### src/hdl/ugns_pkg.sv
// Shared widths, codes and controller/datapath bundles for the grid neighbour store.
package ugns_pkg;

  localparam int COORD_W    = 24;
  localparam int RAD_W      = 24;
  localparam int BOUND_W    = 16;
  localparam int SHIFT_W    = 4;
  localparam int SPAN_W     = 16;
  localparam int OP_W       = 2;
  localparam int STAT_W     = 2;
  localparam int CFG_IDX_W  = 3;
  localparam int CFG_DATA_W = 16;

  localparam logic [OP_W-1:0] OP_ADD   = 2'd0;
  localparam logic [OP_W-1:0] OP_QUERY = 2'd1;
  localparam logic [OP_W-1:0] OP_CLEAR = 2'd2;
  localparam logic [OP_W-1:0] OP_SPARE = 2'd3;

  localparam logic [STAT_W-1:0] ST_DONE    = 2'd0;
  localparam logic [STAT_W-1:0] ST_OUTSIDE = 2'd1;
  localparam logic [STAT_W-1:0] ST_FULL    = 2'd2;

  localparam logic [CFG_IDX_W-1:0] CFG_LEFT   = 3'd0;
  localparam logic [CFG_IDX_W-1:0] CFG_TOP    = 3'd1;
  localparam logic [CFG_IDX_W-1:0] CFG_RIGHT  = 3'd2;
  localparam logic [CFG_IDX_W-1:0] CFG_BOTTOM = 3'd3;
  localparam logic [CFG_IDX_W-1:0] CFG_SHIFT  = 3'd4;

  typedef struct packed {
    logic latch;
    logic setup1;
    logic setup2;
    logic prod;
    logic idx;
    logic fill_chk;
    logic add_wr;
    logic set_full;
    logic set_outside;
    logic pt_mul;
    logic pt_next;
    logic set_hit;
    logic bkt_next;
    logic sweep;
    logic sweep_rst;
  } ugns_cmd_t;

  typedef struct packed {
    logic [OP_W-1:0] op;
    logic            empty;
    logic            in_area;
    logic            idx_ok;
    logic            fill_zero;
    logic            fill_full;
    logic            hit;
    logic            k_last;
    logic            col_last;
    logic            row_last;
    logic            sweep_last;
  } ugns_stat_t;

endpackage

### src/hdl/ugns_ctrl.sv
// Sequencer for add, query walk, bucket sweep and result strobe.
module ugns_ctrl import ugns_pkg::*; (
  input  logic       clk,
  input  logic       rst_n,
  input  logic       start,
  input  logic       cfg_valid,
  input  logic       cfg_we,
  input  ugns_stat_t stat,
  output logic       busy,
  output logic       out_strobe,
  output ugns_cmd_t  cmd
);

  localparam logic [3:0] S_IDLE  = 4'd0;
  localparam logic [3:0] S_SWEEP = 4'd1;
  localparam logic [3:0] S_CLR   = 4'd2;
  localparam logic [3:0] S_SET1  = 4'd3;
  localparam logic [3:0] S_SET2  = 4'd4;
  localparam logic [3:0] S_IMUL  = 4'd5;
  localparam logic [3:0] S_IADD  = 4'd6;
  localparam logic [3:0] S_FRD   = 4'd7;
  localparam logic [3:0] S_FCHK  = 4'd8;
  localparam logic [3:0] S_PRD   = 4'd9;
  localparam logic [3:0] S_PMUL  = 4'd10;
  localparam logic [3:0] S_PCMP  = 4'd11;
  localparam logic [3:0] S_DONE  = 4'd12;

  logic [3:0] state_r, state_nxt;

  function automatic logic [3:0] after_bkt(input ugns_stat_t s);
    logic [3:0] n;
    if (!s.col_last) begin
      n = S_IADD;
    end else if (!s.row_last) begin
      n = S_IMUL;
    end else begin
      n = S_DONE;
    end
    return n;
  endfunction

  always_ff @(posedge clk) begin
    if (!rst_n) begin
      state_r <= S_SWEEP;
    end else begin
      state_r <= state_nxt;
    end
  end

  always_comb begin
    cmd       = '0;
    state_nxt = state_r;
    case (state_r)
      S_IDLE: begin
        if (start && !cfg_valid) begin
          cmd.latch = 1'b1;
          state_nxt = S_SET1;
        end
      end
      S_SWEEP: begin
        cmd.sweep = 1'b1;
        if (stat.sweep_last) state_nxt = S_IDLE;
      end
      S_CLR: begin
        cmd.sweep = 1'b1;
        if (stat.sweep_last) state_nxt = S_DONE;
      end
      S_SET1: begin
        cmd.setup1 = 1'b1;
        state_nxt  = S_SET2;
      end
      S_SET2: begin
        cmd.setup2 = 1'b1;
        case (stat.op)
          OP_ADD: begin
            if (!stat.in_area) begin
              cmd.set_outside = 1'b1;
              state_nxt       = S_DONE;
            end else begin
              state_nxt = S_IMUL;
            end
          end
          OP_QUERY: state_nxt = stat.empty ? S_DONE : S_IMUL;
          OP_CLEAR: begin
            cmd.sweep_rst = 1'b1;
            state_nxt     = S_CLR;
          end
          default: state_nxt = S_DONE;
        endcase
      end
      S_IMUL: begin
        cmd.prod  = 1'b1;
        state_nxt = S_IADD;
      end
      S_IADD: begin
        cmd.idx   = 1'b1;
        state_nxt = S_FRD;
      end
      S_FRD: begin
        if (stat.idx_ok) begin
          state_nxt = S_FCHK;
        end else if (stat.op == OP_ADD) begin
          cmd.set_outside = 1'b1;
          state_nxt       = S_DONE;
        end else begin
          cmd.bkt_next = 1'b1;
          state_nxt    = after_bkt(stat);
        end
      end
      S_FCHK: begin
        cmd.fill_chk = 1'b1;
        if (stat.op == OP_ADD) begin
          if (stat.fill_full) begin
            cmd.set_full = 1'b1;
          end else begin
            cmd.add_wr = 1'b1;
          end
          state_nxt = S_DONE;
        end else if (stat.fill_zero) begin
          cmd.bkt_next = 1'b1;
          state_nxt    = after_bkt(stat);
        end else begin
          state_nxt = S_PRD;
        end
      end
      S_PRD: state_nxt = S_PMUL;
      S_PMUL: begin
        cmd.pt_mul = 1'b1;
        state_nxt  = S_PCMP;
      end
      S_PCMP: begin
        if (stat.hit) begin
          cmd.set_hit = 1'b1;
          state_nxt   = S_DONE;
        end else if (stat.k_last) begin
          cmd.bkt_next = 1'b1;
          state_nxt    = after_bkt(stat);
        end else begin
          cmd.pt_next = 1'b1;
          state_nxt   = S_PRD;
        end
      end
      S_DONE: state_nxt = S_IDLE;
      default: state_nxt = S_IDLE;
    endcase
    // a register write empties every bucket
    if (cfg_we) begin
      cmd.sweep_rst = 1'b1;
      state_nxt     = S_SWEEP;
    end
  end

  assign busy       = (state_r != S_IDLE) || cfg_valid;
  assign out_strobe = (state_r == S_DONE);

  assert property (@(posedge clk) disable iff (!rst_n) cfg_we |=> busy)
    else $error("register write did not start a bucket sweep");
  assert property (@(posedge clk) disable iff (!rst_n) out_strobe |=> !out_strobe)
    else $error("result strobe longer than one cycle");
  assert property (@(posedge clk) disable iff (!rst_n) (start && !busy) |=> busy)
    else $error("accepted beat left the sequencer idle");

endmodule

### config.mk
export PLATFORM = sky130hd
export DESIGN_NAME = ugns_ctrl
export DESIGN_NICKNAME = d
export VERILOG_FILES = /design/src/hdl/ugns_pkg.sv /design/src/hdl/ugns_ctrl.sv
export SDC_FILE = /design/constraint.sdc
export NUM_CORES = 1
export LEC_CHECK = 0
export BUFFER_PORTS_ARGS = -buffer_cell sky130_fd_sc_hd__buf_2
export CAP_MARGIN = 40
export CORE_MARGIN = 2
export CORE_UTILIZATION = 47
export DETAILED_ROUTE_END_ITERATION = 8
export HOLD_SLACK_MARGIN = 0.03
export PLACE_DENSITY = 0.9
export SLEW_MARGIN = 20
export SYNTH_ARGS = -nofsm -noshare
export SYNTH_HDL_FRONTEND = slang
export SYNTH_SLANG_ARGS = --single-unit
### constraint.sdc
create_clock -name clk -period 3.22 [get_ports clk]
set_input_delay 0 -clock clk [delete_from_list [all_inputs] [get_ports clk]]
set_output_delay 0 -clock clk [all_outputs]
set_load 0.01 [all_outputs]
* Yosys cells after proc, flatten, opt, wreduce, memory -nomap -nowiden *
Index checks and enable logic that the tools add are counted.

word-level totals
  logic and storage cells = 74
  register bits after elaboration = 4
  output and inout bits = 17
  input port bits = 17

cells by class
  bitwise operators = 1
  reductions and logical operators = 9
  muxes and demuxes = 46
  eq/ne operators = 17

operator list
  cell                count
  $mux 4              13
  $pmux 4 s12         1
  $mux 1              26
  $eq 4x4->1 const B  5
  $eq 4x3->1 const B  4
  $pmux 4 s3          1
  $eq 4x2->1 const B  2
  $ne 2x2->1 const B  3
  $eq 4x1->1 const B  1
  $logic_not 4->1     1
  $mux 2              2
  $reduce_bool 4->1   1
  $reduce_or 2->1     2
  $mux 3              1
  $pmux 1 s3          1
  $reduce_and 3->1    1
  $eq 2x1->1 const B  1
  $eq 2x2->1 const B  1
  $logic_not 2->1     1
  $pmux 1 s2          1
  $logic_and 1x1->1   1
  $logic_not 1->1     1
  $logic_or 1x1->1    1
  $not 1->1           1

* Logic depth before layout (Yosys ltp) *
Gate-level depths: netlist (run 1).

  depth in word-level cells = 5
  depth in mapped cells = 7
  gate-level depth less buffers = 5

* Worst setup path before layout (run 1) *
OpenSTA, ideal clock, no wires.

  path kind = register -> register
  start = register state_r[2]
  end = register state_r[1]
  buffers on the path = 1
  setup slack = 1.715 ns
  stages on the path, launching flop included = 7
  required time = 3.134 ns
  clock period less this slack = 1.505 ns
  library setup time = 0.086 ns
  arrival = 1.419 ns
  cells stage by stage = dfxtp_1 buf_2 nor4b_4 and2_1 o21ai_1 a21o_1 a221oi_2

between the ends
  word-level cells in the longest chain between the ends = 3
  elaborated cells between the ends (all ways) = 17
  classes of those cells = 14 x eq/ne; 1 x mux; 2 x reduce/logical

ends and longest elaborated chain
  what                                      RTL line         source
  from (decl)                               ugns_ctrl.sv:28  logic [3:0] state_r, state_nxt;
  from (signal assigned)                    ugns_ctrl.sv:46  state_r <= state_nxt;
  $eq 4x1->1, or another cell as far along  ugns_ctrl.sv:53  case (state_r)
  $ne 2x2->1 (no source line)               n/a
  $reduce_and 3->1 (no source line)         n/a

Parallel ways exist; a longest one is shown, timed or not.
A chain may end at the register's enable or synchronous reset.

* Final worst setup path (run 1) *
  start = register state_r[3]
  end = register state_r[1]

The elaborated chain is that of the path after synthesis.

==> results of run 1 <==
metal layers:
metal | part of all wire (%) | track usage (%)
met5 | 0 | 0
met4 | 2.6 | 8.065
met3 | 8.1 | 2.717
met2 | 47 | 46.48
met1 | 42 | 33.01
metrics by stage:
step	utilization (%)	setup slack (ns)	total power, W	hold slack [ns]
final	63.75	1.412	0.0001512	0.07888
after detailed placement	62.02	1.418	0.00008910	0.2376
after CTS	63.75	1.410	0.0001512	0.07586
after global placement	62.02	1.475	0.00008815	0.2371
after global routing	63.75	1.249	0.0001608	0.09966
after floorplan	-	1.715	0.00007140	0.04753
cells in the mapped netlist:
library cell | n | share of area [%]
nor3b_1 | 1 | 1.2
a21o_1 | 1 | 1.2
a32oi_1 | 1 | 1.3
nand2_1 | 13 | 7.5
o311ai_0 | 1 | 1.3
and3_1 | 1 | 0.96
nand4b_1 | 2 | 2.7
o2111ai_1 | 2 | 2.7
and2_1 | 2 | 1.9
nor3_2 | 1 | 1.5
dfxtp_1 | 4 | 12
a2111oi_0 | 1 | 1.3
nand2b_1 | 9 | 8.7
nor2_1 | 17 | 9.8
xor2_1 | 1 | 1.3
o21a_1 | 2 | 2.3
o31ai_1 | 1 | 1.2
or4_1 | 1 | 1.2
nor4b_4 | 1 | 3.7
clkbuf_1 | 1 | 0.58
or2_2 | 1 | 0.96
o211ai_1 | 2 | 2.3
nor4_1 | 1 | 0.96
xnor2_1 | 1 | 1.3
inv_1 | 6 | 3.5
nor2b_1 | 1 | 0.96
a31oi_1 | 1 | 0.96
a311oi_1 | 2 | 2.7
or2_1 | 1 | 0.96
nor3_1 | 4 | 3.1
o21ai_0 | 7 | 5.4
buf_2 | 4 | 3.1
o21ai_1 | 1 | 0.77
buf_1 | 1 | 0.58
or3_4 | 1 | 1.7
a221oi_2 | 1 | 2.3
a21oi_1 | 5 | 3.8
power groups by stage:
stage               logic [W]  clock network, W  registers, W
global placement    0.0000345                 0     0.0000536
floorplan           0.0000193                 0     0.0000521
detailed placement  0.0000353                 0     0.0000538
finish              0.0000357         0.0000624     0.0000531
CTS                 0.0000354         0.0000627     0.0000531
global route        0.0000402         0.0000672     0.0000533
how the worst min path moves through the flow:
stage,start,endpoint,slack [ns],depth (start not counted)
floorplan,stat[5],cmd[8],0.05,1
global placement,stat[5],cmd[8],0.24,3
detailed placement,stat[5],cmd[8],0.24,3
CTS,stat[2],state_r[1],0.08,3
global route,stat[2],state_r[1],0.1,3
finish,stat[2],state_r[1],0.08,3
logic make-up after synthesis:
logic type      count (synthesis)  share of synthesized area [%]
compound gates                 28                          29.61
xor+xnor                        2                          2.693
buf+inv                        12                          7.691
flops                           4                          12.31
simple gates                   57                          47.70
tightest hold or removal path, stage by stage:
cell,delay [ns]
buf_2,0.11
a21o_1,0.10
a221oi_2,0.05
area by class of cell:
type / instances / area [um2]
Clock buffer: 3 / 22.52
Tap cell: 15 / 18.77
Fill cell: 136 / 471.7
Inverter: 6 / 22.52
Timing Repair Buffer: 33 / 165.2
Multi-Input combinational cell: 87 / 520.5
Sequential cell: 4 / 80.08
==> flow_summary_export.csv, run 1 <==
group,metric,value,unit
pwr,p_int,0.0001082,W
worst_setup_path,cp.arrival,1.96,ns
logic_synthesis,synth_warnings,0,
sta,fin_tns_setup,0,ns
pwr,peakVddDrop,131.6,uV
routing,drc,0,
worst_setup_path,worstSetupPathType,"reg -> reg",
sta,period_share,56.14,%
placed_design,numPortBuffers,33,
layout,final_area,829.5,um2
routing,viasPerCell,5.973,
sta,timing.final.max_slew_violations,0,
pwr,p_leak,0.3430,nW
pwr,clkPwrFrac,41.3,%
pwr,switching_power,0.00004304,W
sta,rsz0062_at_grt,"false",
logic_synthesis,synth_area,650.6,um2
global_routing,grt_max_degree,18,
layout,diodes,0,
floorplanning,fp.dieH,41.21,um
placed_design,hpwlAfterDp,1.518,mm
worst_setup_path,slowest_stage,"dfxtp_1",
sta,clock-skew-final,0.008745,ns
floorplanning,core_area,1301,um2
global_routing,grt_pass1_wl,3.056,mm
clock_network,clk_pin_slew,0.04,ns
placed_design,gp_congestion,0.9199,
layout,stdcell_count,148,
clock_network,ctsHtreeMaxLevel,1,
logic_synthesis,ys_seq_elements,4,
floorplanning,die-area,1698,um2
worst_setup_path,cp-startpoint,"state_r[3]",
worst_setup_path,crit_chain,"nor4b_4, and2_1, o21ai_1, a21o_1, a221oi_2",
worst_setup_path,reg2reg_setup_slack,1.41,ns
routing,postRouteAntennaNets,0,
clock_network,insertion_delay,0.24,ns
clock_network,cts_made_buffers,3,
logic_synthesis,synth_fp_nets,120,
worst_setup_path,critPathBufInv,0,
worst_setup_path,reg2reg_depth,5,
global_routing,grt_use_total,26.33,%
clock_network,cts_setup_buffers,0,
floorplanning,initial_core_util,50.00,%
logic_synthesis,syn-instance-count,103,
global_routing,grt_antenna_before_repair,0,
sta,fmax,553.1,MHz
placed_design,place_area,807.0,um2
clock_network,cts_sinks,4,
worst_setup_path,critPathRequiredTime,3.37,ns
layout,nets,152,
logic_synthesis,syn_area_per_cell,6.317,um2
worst_setup_path,cp-end-kind,"flop",
worst_setup_path,setup.worst_path.end,"state_r[1]",
layout,final_cell_mix,"buf_2 (33), nor2_1 (17), nand2_1 (13), nand2b_1 (9), o21ai_0 (7)",
layout,largest_register_ffs,4,
worst_setup_path,startpoint_type,"flop",
sta,fin_crit,1.808,ns
layout,areaGrowthSynthToFinish,27.50,%
routing,drt_iter0_drc,33,
sta,hold_violations,0,
status,status,"complete, no violations",
sta,tightest_slew,0.5962,ns
layout,final_common_cell,"buf_2",
pwr,powerDensity,182.3,nW/um2
global_routing,overflow,0,
worst_setup_path,crit_family,"simple AND/OR/NAND/NOR gates",
logic_synthesis,synth-seq-area-share,12.31,%
sta,setup_violations,0,
routing,wl,1.910,mm
placed_design,place_inst,145,
floorplanning,row_count,13,
pwr,seqPwrFrac,35.1,%
worst_setup_path,max_stage_delay,0.62,ns
layout,final_layout_size_suffix_gt1_share,30.83,%
logic_synthesis,synth_cell_types,37,
clock_network,cts-root-buf,"clkbuf_4",
floorplanning,die_w,41.21,um
pwr,swShare,28.46,%
routing,vias,884,
routing,wl_per_cell,12.91,um
worst_hold_path,hold_class,"in -> reg",
worst_setup_path,reg2reg_from,"state_r[3]",
worst_setup_path,crit_cells,5,
layout,largest-register,"state_r",
floorplanning,ios,34,
layout,reg_top3,"state_r: 4 flops",
worst_setup_path,r2r_end,"state_r[1]",
flow_run,maxCapViolations,0,
global_routing,grt_pass1_vias,737,
routing,dr.pass1.iters,4,
clock_network,cts_resized,0,
pwr,combinationalPowerShare,23.6,%
clock_network,cts.hold.buffers_added,0,
worst_setup_path,cp_max_fo,16,
clock_network,clock_path_buffers,2,
clock_network,cts_tree,"done",
sta,slew_headroom,60.20,%
No activity file was read; power rests on OpenSTA's default activity.
==> inputs of run 2 (changes only) <==
- CORE_UTILIZATION: 47 -> 44
- PLACE_DENSITY: 0.9 -> 0.85
- clock period: 3.22 -> 1.8 ns (I/O delays scaled with it)
==> run 2 against run 1 <==
Effect of this change: global-route usage decreased by 2.3 points; clock power is 89% higher; non-clock buffer count rose by 5; worst hold slack worse by 0.010 ns; core utilization increased by 1.3 points; routed wire length is 8.7% higher; critical path depth is 1 higher; clock skew decreased by 0.0073 ns; critical path type is now reg -> out; critical endpoint is now cmd[6]; highest routed layer unchanged.
==> flow_summary_export.csv, run 2 (synthesis gave the netlist of run 1 again) <==
group,metric,value,unit
routing,wl,2.077,mm
clock_network,clk_pin_slew,0.04,ns
clock_network,cts_setup_buffers,0,
sta,hold_violations,0,
worst_setup_path,crit_path_frequent_cell,"nor2_1",
routing,vias,918,
worst_setup_path,worstSetupPathType,"reg -> out",
sta,rsz0062_at_grt,"false",
routing,wl_met3,164,um
worst_hold_path,hold_class,"in -> reg",
layout,stdcell_count,153,
routing,top_layer,"met4",
routing,dr.pass1.iters,5,
sta,fin_crit,1.714,ns
worst_setup_path,reg2reg_setup_slack,0.14,ns
sta,fmax,583.3,MHz
status,status,"complete, no violations",
clock_network,insertion_delay,0.24,ns
layout,final_layout_size_suffix_gt1_share,33.33,%
worst_setup_path,critPathRequiredTime,1.80,ns
sta,tightest_slew,0.4540,ns
layout,largest_register_ffs,4,
worst_setup_path,reg2reg_from,"state_r[2]",
flow_run,maxCapViolations,0,
layout,largest-register,"state_r",
worst_setup_path,max_stage_delay,0.43,ns
routing,viasPerCell,6.000,
global_routing,grt_pass1_vias,827,
worst_setup_path,startpoint_type,"flop",
clock_network,cts_tree,"done",
layout,num-fill-cells,135,
global_routing,grt_max_degree,15,
routing,wl_per_cell,13.58,um
clock_network,cts_sinks,4,
sta,clock-skew-final,0.001414,ns
clock_network,ctsHtreeMaxLevel,1,
clock_network,cts_resized,0,
worst_setup_path,critPathBufInv,2,
layout,final_cell_mix,"buf_2 (33), nor2_1 (17), nand2_1 (13), nand2b_1 (9), o21ai_0 (7)",
placed_design,place_inst,150,
layout,final_area,867.1,um2
worst_setup_path,slowest_stage,"dfxtp_1",
layout,areaGrowthSynthToFinish,33.27,%
worst_setup_path,reg2reg_depth,5,
floorplanning,row_count,13,
sta,setup_violations,0,
worst_setup_path,r2r_end,"state_r[0]",
global_routing,grt_pass1_wl,3.408,mm
global_routing,grt_antenna_before_repair,0,
floorplanning,die-area,1802,um2
placed_design,gp_congestion,0.9084,
clock_network,cts-root-buf,"clkbuf_4",
worst_setup_path,cp-end-kind,"output pin",
clock_network,clock_path_buffers,2,
global_routing,grt_use_total,24.01,%
clock_network,cts.hold.buffers_added,0,
layout,regArea,80.08,um2
sta,timing.final.max_slew_violations,0,
layout,final_common_cell,"buf_2",
clock_network,cts_made_buffers,3,
worst_setup_path,crit_chain,"buf_4, nand2b_1, nor2_1, a21oi_1, nor2_1, buf_2",
worst_setup_path,cp.arrival,1.71,ns
worst_setup_path,crit_family,"simple AND/OR/NAND/NOR gates",
worst_setup_path,cp_max_fo,12,
pwr,powerDensity,322.6,nW/um2
placed_design,place_area,844.6,um2
routing,drt_iter0_drc,37,
worst_setup_path,cp-startpoint,"state_r[1]",
layout,diodes,0,
floorplanning,fp.dieH,42.46,um
global_routing,overflow,0,
sta,fin_tns_setup,0,ns
worst_setup_path,crit_cells,6,
floorplanning,initial_core_util,48.78,%
pwr,p_leak,0.3692,nW
sta,slew_headroom,69.69,%
floorplanning,die_w,42.46,um
routing,wl_met1,859,um
layout,reg_top3,"state_r: 4 flops",
placed_design,hpwlAfterDp,1.628,mm
layout,multi_input_area,520.5,um2
pwr,peakVddDrop,170.9,uV
routing,route.met2.wl,1.010,mm
floorplanning,ios,34,
routing,drc,0,
routing,postRouteAntennaNets,0,
sta,hold_ws,0.06877,ns
sta,period_share,95.25,%
pwr,p_total,0.0002797,W
floorplanning,core_area,1334,um2
placed_design,numPortBuffers,33,
layout,nets,157,
worst_setup_path,setup.worst_path.end,"cmd[6]",
-- run 2: final cells by class --
type / count / share of cell area [%]
clock buffer: 3 / 2.597
sequential: 4 / 9.235
multi-input combinational: 87 / 60.03
inverter: 6 / 2.597
tap: 15 / 2.165
timing repair buffer: 38 / 23.38
-- run 2: tightest hold or removal path, cell delays in order --
cell and delay (ns):
buf_2 0.11, a21o_1 0.10, a221oi_2 0.05
-- run 2: worst min-delay path by stage --
| stage | start | end | depth (start not counted) |
|---|---|---|---|
| floorplan | stat[5] | cmd[8] | 1 |
| global placement | stat[5] | cmd[8] | 3 |
| detailed placement | stat[5] | cmd[8] | 3 |
| CTS | stat[2] | state_r[1] | 3 |
| global route | stat[2] | state_r[1] | 3 |
| finish | stat[2] | state_r[1] | 3 |
-- run 2: power breakdown --
group / switching, W / internal (W) / total [W] / leakage (nW)
registers: 0.00000104 / 0.0000902 / 0.0000913 / 0.0324
clock network: 0.0000428 / 0.0000750 / 0.000118 / 0.0138
logic: 0.0000406 / 0.0000301 / 0.0000707 / 0.323
-- run 2: routing by layer --
| metal | track usage, % | up-vias |
|---|---|---|
| met3 | 2.586 | 7 |
| li1 | - | 440 |
| met1 | 28.72 | 414 |
| met4 | 14.37 | 0 |
| met2 | 40.62 | 57 |
| met5 | 0 | - |
-- run 2: metrics by stage --
step           setup slack [ns]  utilization (%)
2_1_floorplan            0.2947                -
3_3_place_gp             0.2398            63.32
3_5_place_dp             0.1724            63.32
4_1_cts                  0.1310            65.01
5_1_grt                 0.01077            65.01
6_report                0.08558            65.01
==> inputs of run 3 (changes only) <==
- ABC_CLOCK_PERIOD_IN_PS: not set -> 2050
- CORE_UTILIZATION: 44 -> 47
- PLACE_DENSITY: 0.85 -> 0.9
- clock period: 1.8 -> 2.05 ns (I/O delays scaled with it)
==> run 3 against run 2 <==
Effect of this change: die area down 5.8%; sequential power fell by 8.4%; cell count fell by 1.3%; via count fell by 0.65%; first-iteration DRC count rose by 51%; routed wire length fell by 2.9%; clock power fell by 11%; combinational power fell by 18%; global-route usage up 3.4 points; critical path type is now reg -> reg; largest cell class unchanged; highest routed layer unchanged.
==> flow_summary_export.csv, run 3 (synthesis gave the netlist of run 1 again) <==
group,metric,value,unit
status,status,"complete, no violations",
layout,reg_top3,"state_r: 4 flops",
worst_setup_path,crit_chain,"nand2_1, nor3_2, o21ai_1, a21o_1, a221oi_2",
pwr,peakVddDrop,209.0,uV
placed_design,numPortBuffers,33,
worst_setup_path,critPathBufInv,0,
worst_setup_path,reg2reg_depth,5,
routing,wl_per_cell,13.35,um
routing,viasPerCell,6.040,
global_routing,grt_pass1_wl,3.132,mm
clock_network,cts_resized,0,
global_routing,grt_max_degree,18,
global_routing,overflow,0,
worst_setup_path,cp-end-kind,"flop",
sta,timing.final.max_slew_violations,0,
floorplanning,initial_core_util,50.00,%
layout,largest-register,"state_r",
worst_setup_path,cp_max_fo,17,
sta,rsz0062_at_grt,"false",
worst_setup_path,critPathRequiredTime,2.21,ns
placed_design,gp_congestion,0.9748,
pwr,p_total,0.0002470,W
floorplanning,ios,34,
layout,areaGrowthSynthToFinish,30.96,%
worst_setup_path,reg2reg_setup_slack,0.27,ns
floorplanning,die-area,1698,um2
worst_setup_path,r2r_end,"state_r[1]",
sta,hold_ws,0.07382,ns
clock_network,cts_tree,"done",
global_routing,grt_pass1_vias,754,
clock_network,insertion_delay,0.25,ns
floorplanning,fp.dieH,41.21,um
routing,vias,912,
sta,hold_violations,0,
routing,dr.pass1.iters,4,
sta,fin_tns_setup,0,ns
worst_setup_path,crit_family,"flip-flops",
layout,final_common_cell,"buf_2",
pwr,powerDensity,289.9,nW/um2
flow_run,maxCapViolations,0,
worst_hold_path,min_to,"state_r[1]",
clock_network,clock_path_buffers,2,
placed_design,hpwlAfterDp,1.611,mm
worst_hold_path,whs_path_depth,3,
clock_network,cts_made_buffers,3,
worst_setup_path,max_stage_delay,0.70,ns
clock_network,cts_sinks,4,
layout,diodes,0,
worst_setup_path,worstSetupPathType,"reg -> reg",
routing,postRouteAntennaNets,0,
routing,drc,0,
worst_setup_path,cp.arrival,1.95,ns
sta,period_share,87.05,%
floorplanning,row_count,13,
clock_network,cts_setup_buffers,0,
layout,largest_register_ffs,4,
floorplanning,die_w,41.21,um
worst_hold_path,hold_class,"in -> reg",
pwr,p_leak,0.3592,nW
sta,slew_headroom,59.51,%
routing,drt_iter0_drc,56,
layout,nets,155,
sta,setup_violations,0,
layout,final_layout_size_suffix_gt1_share,32.35,%
placed_design,place_area,829.5,um2
global_routing,grt_use_total,27.39,%
sta,fmax,560.4,MHz
clock_network,clk_pin_slew,0.04,ns
routing,wl,2.016,mm
layout,final_cell_mix,"buf_2 (33), nor2_1 (17), nand2_1 (13), nand2b_1 (9), o21ai_0 (7)",
layout,final_area,852.1,um2
worst_setup_path,slowest_stage,"dfxtp_1",
sta,fin_crit,1.785,ns
global_routing,grt_antenna_before_repair,0,
sta,tightest_slew,0.6065,ns
worst_hold_path,hold_start,"stat[2]",
sta,clock-skew-final,0.009492,ns
clock_network,ctsHtreeMaxLevel,1,
worst_setup_path,reg2reg_from,"state_r[2]",
clock_network,cts.hold.buffers_added,0,
floorplanning,core_area,1301,um2
worst_setup_path,startpoint_type,"flop",
clock_network,cts-root-buf,"clkbuf_4",
run 3: cell types whose count changed in the layout (fill, tap and decap cells not counted):
cell	previous run	this run
buf_4	5	3
run 3: worst max path at each step:
| stage | to | startpoint | slack [ns] | cells past startpoint |
|---|---|---|---|---|
| final | state_r[1] | state_r[2] | 0.27 | 5 |
| after global routing | state_r[1] | state_r[2] | 0.15 | 5 |
| after CTS | state_r[1] | state_r[2] | 0.28 | 5 |
| after detailed placement | state_r[1] | state_r[2] | 0.29 | 5 |
| after global placement | state_r[1] | state_r[2] | 0.38 | 5 |
| after floorplan | state_r[1] | state_r[2] | 0.54 | 6 |
run 3: area by class of cell:
type	instances	area [um2]
multi-input cells	87	520.5
fillers	125	449.2
repair buffers	36	187.7
flip-flops and latches	4	80.08
clock buffers	3	22.52
inverters	6	22.52
well taps	15	18.77
run 3: per-layer routing:
layer / part of all wire, % / up-vias / track usage [%] / routed length [um]
met3: 11 / 6 / 2.174 / 212
met5: 0 / - / 0 / 0
li1: - / 434 / - / -
met2: 47 / 66 / 47.27 / 941
met1: 41 / 406 / 35.48 / 817
met4: 2.2 / 0 / 8.871 / 45
run 3: metrics by stage:
| step | cells | setup slack (ns) | util (%) |
|---|---|---|---|
| 5_1_grt | 151 | 0.1532 | 65.48 |
| 3_5_place_dp | 148 | 0.2936 | 63.75 |
| 6_report | 151 | 0.2655 | 65.48 |
| 3_3_place_gp | 148 | 0.3753 | 63.75 |
| 4_1_cts | 151 | 0.2802 | 65.48 |
| 2_1_floorplan | 103 | 0.5447 | - |
run 3: power breakdown:
part	switching, W	internal (W)
Clock	0.0000393	0.0000660
Combinational	0.0000319	0.0000263
Sequential	0.00000440	0.0000792
run 3: worst min-delay path, stage by stage:
cell	delay [ns]
buf_2	0.11
a21o_1	0.10
a221oi_2	0.05
